[src/rtl/core/patb_ram.sv]
// ----------------------------------------------------------------------------
// patb_ram
// Generic single-port-write, single-port-read synchronous RAM with a
// registered read output.
// ----------------------------------------------------------------------------
module patb_ram #(
  parameter int Width = 8,
  parameter int Depth = 16
) (
  input  logic                     clk_i,
  input  logic                     we_i,
  input  logic [$clog2(Depth)-1:0] waddr_i,
  input  logic [Width-1:0]         wdata_i,
  input  logic                     re_i,
  input  logic [$clog2(Depth)-1:0] raddr_i,
  output logic [Width-1:0]         rdata_o
);

  logic [Width-1:0] mem_q [Depth];
  logic [Width-1:0] rdata_q;

  // Write port.
  always_ff @(posedge clk_i) begin
    if (we_i) begin
      mem_q[waddr_i] <= wdata_i;
    end
  end

  // Registered read port.
  always_ff @(posedge clk_i) begin
    if (re_i) begin
      rdata_q <= mem_q[raddr_i];
    end
  end

  assign rdata_o = rdata_q;

endmodule

[config.mk]
export PLATFORM = sky130hd
export DESIGN_NAME = patb_ram
export DESIGN_NICKNAME = d
export VERILOG_FILES = /design/src/rtl/core/patb_ram.sv
export SDC_FILE = /design/constraint.sdc
export NUM_CORES = 1
export LEC_CHECK = 0
export BUFFER_PORTS_ARGS = -buffer_cell sky130_fd_sc_hd__clkbuf_2
export CELL_PAD_IN_SITES_DETAIL_PLACEMENT = 1
export CELL_PAD_IN_SITES_GLOBAL_PLACEMENT = 1
export CORE_MARGIN = 5
export CORE_UTILIZATION = 40
export CTS_CLUSTER_DIAMETER = 60
export DETAILED_ROUTE_END_ITERATION = 6
export MAX_ROUTING_LAYER = met4
export PLACE_DENSITY_LB_ADDON = 0.3
export SLEW_MARGIN = 30
export SYNTH_ARGS = -nofsm -noshare
export SYNTH_HDL_FRONTEND = slang
export SYNTH_SLANG_ARGS = --single-unit
[constraint.sdc]
create_clock -name clk_i -period 2.6 [get_ports clk_i]
set_input_delay 0.52 -clock clk_i [delete_from_list [all_inputs] [get_ports clk_i]]
set_output_delay 0.52 -clock clk_i [all_outputs]
set_load 0.03 [all_outputs]
Word-level counts from Yosys, hierarchy flattened --
Memory sizes are Yosys's and may differ from the RTL's. A register that Yosys moved wholly into a read port is not among the register bits. Index checks and enable logic that the tools add are counted.
Storage, ports and cells: flip-flop bits (word level) 0, bits in writable memories 128, input port bits 19, output and inout port bits 8, word-level logic and storage cells 3, memories kept 1
Memory list:
- mem_q | words 16, width 8, rd ports 1, clocked after memory_dff 1, wr ports 1, RTL line 19 | logic [Width-1:0] mem_q [Depth];
Cells by class: muxes and demuxes 2
Operators with widths (count):
- $mux W1 | 2

Depth between registers and ports, before layout --
depth after elaboration 2, mapped depth 5, mapped depth without buffers 3

Worst setup path after synthesis --
Ideal clock, no wire load.
path kind input port to flip-flop, from input port waddr_i[2], to memory mem_q[0][0] (enable), library setup time 0.383 ns, arrival time 1.630 ns, data required time 2.217 ns, path slack 0.587 ns, cell stages on the path 2, cell sequence or3b_2 nor3_1
RTL lines:
- start: declaration | RTL line 12 | input logic [$clog2(Depth)-1:0] waddr_i,
- end: declaration | RTL line 19
Straight into the memory's write port.

==> reports/metrics.yaml <==
timing:
  hold_violations: 0
  rsz0062_at_grt: "no"
  finalCriticalPeriod_ns: 1.76
  fin_crit_sh_pct: 67.6
  slew_headroom_pct: 68.9
  clock_skew_ns: 0.0108
  setup-tns-final_ns: 0
  setup_viol: 0
  max_freq_ghz: 0.569
  tightest_slew_ns: 0.465
  finalMaxSlewViolations: 0
flow_run:
  cap_violations: 0
clock_network:
  cts-root-buf: "clkbuf_16"
  numCtsBuffers: 17
  cts_tree: "built"
  ctsHoldBuffers: 0
  clockBufferDepth: 2
  clock-sinks: 136
  cts_max_level: 4
  cts_setup_buffers: 0
  path_clk_slew_ns: 0.06
  insertion_delay_ns: 0.41
  cts_resized: 0
global_routing:
  grt_pass1_wl_microns: 17200
  grt_max_degree: 33
  grt_pass1_vias: 2710
  overflow: 0
  antenna_found_initial: 0
  grt_usage_pct: 15.6
final_layout:
  final_cell_area_sq_um: 6260
  fin_util_pct: 49.2
  antenna_cells: 0
  layout.nets: 304
  stdcell_count: 470
  post_route_cells_drive_above_1_share_pct: 30.2
  syn_to_final_growth_pct: 19.8
detailed_routing:
  num_vias: 2416
  drt_wl_total_microns: 10900
  drc: 0
  dr.pass1.iters: 4
  wl_per_cell_microns: 23.3
  ant_nets: 0
  avgViaCountPerCell: 5.14
  drt-initial-drc-count: 191
hold_path:
  hold_class: "primary input to register"
critical_path:
  worstSetupEndpointType: "register"
  startpoint_type: "primary input"
  required_ns: 2.75
  crit_fanout: 32
  critical_path_class: "primary input to register"
  arrival_ns: 1.91
power:
  p_total_mw: 5.13
  powerDensity_nw_per_um2: 819
  ir_worst_vdd_uv: 413
  leakage_nw: 2.12
logic_synthesis:
  synth_nets: 248
  ys_seq_area_share_pct: 78.1
  synth_edf_count: 136
  synth_area_per_cell_sq_um: 22.8
  ys_warn_count: 0
  synthArstFlopShare_pct: 0
  synthCells: 229
  dominantRegCellSynth: "edfxtp_1"
  synth-seq-cells: 136
  syn_area_sq_um: 5230
  synth.lib_cells_used.distinct: 18
place:
  post_dp_cell_area_sq_um: 5670
  gp_congestion: 0.717
  io_buffers: 26
  dpl.hpwl_microns: 7000
  dp_cells: 438
outcome:
  status: "complete, no violations"
floorplanning:
  die_y_microns: 124
  dieArea_sq_um: 15500
  die_w_microns: 124
  ios: 27
  start_util_pct: 41.1
  fp.coreArea_sq_um: 12700
  rows: 41
stage by stage:
stage / hold WS (ns) / setup WS, ns
2_1_floorplan: 0.619 / 0.587
3_3_place_gp: 0.730 / 0.417
3_5_place_dp: 0.737 / 0.436
4_1_cts: 0.512 / 0.869
5_1_grt: 0.541 / 0.782
6_report: 0.524 / 0.842
final timing paths:
check	from	endpoint	slack, ns	cells after the start
worst max-delay path	raddr_i[0]	rdata_o[0]	0.84	5
worst max register to register	mem_q[1][0]	rdata_o[0]	1.05	3
worst min register to register	mem_q[14][2]	rdata_o[2]	0.75	3
worst min-delay path	wdata_i[3]	mem_q[4][3]	0.52	1
routing by layer:
metal	global-route usage [%]	vias to the layer above	wire length (microns)
met2	23.7	67	5460
met5	-	-	0
li1	-	1095	-
met3	3.95	7	552
met4	5.35	0	140
met1	20.7	1247	4790
worst max-delay path: stages:
cell and delay (ns):
clkbuf_2 0.10, buf_12 0.25, mux4_1 0.60, a22oi_1 0.32, nand2_1 0.09
cells in the final DEF, fill, tap and decap left out, drive strengths merged:
master / n
mux4: 32
and2: 1
nand2b: 2
or3b: 1
edfxtp: 136
nand3b: 2
clkbuf: 46
nor2b: 1
nand2: 9
bufinv: 4
nand3: 1
buf: 21
nor2: 13
clkinvlp: 1
nor3: 4
a22oi: 16
clkinv: 7
and2b: 1
cells by family after synthesis:
kind of cell	synth area share [%]
multiplexers	14.8
AND/OR/NAND/NOR	3.14
buffers and inverters	1.65
flip-flops	78.1
AO/OA/AOI/OAI	2.30
power breakdown:
part | total, mW | internal (mW) | switching [mW]
Combinational | 0.248 | 0.0979 | 0.150
Sequential | 2.49 | 2.47 | 0.0146
Clock | 2.40 | 1.58 | 0.814
area by class of cell:
| type | instances | area [sq um] |
|---|---|---|
| well taps | 172 | 215 |
| flip-flops and latches | 136 | 4080 |
| repair buffers | 47 | 313 |
| clock inverters | 12 | 156 |
| fillers | 1171 | 6460 |
| multi-input cells | 83 | 1060 |
| clock buffers | 20 | 437 |
flip-flops by register name, summed over array words and instances (netlist names):
signal and cells:
rdata_o 8, mem_q 128
Yosys cell counts (2+ instances only):
master,number,area [sq um]
a22oi_1,16,120
buf_2,3,15.0
buf_6,3,33.8
clkdlybuf4s25_2,3,30.0
edfxtp_1,136,4080
mux4_1,14,368
mux4_2,18,405
nand2_1,9,33.8
nand2b_1,2,12.5
nand3b_1,2,15.0
nor2_1,13,48.8
nor3_1,4,20.0
Note: power is estimated with default switching activity, not from simulation.
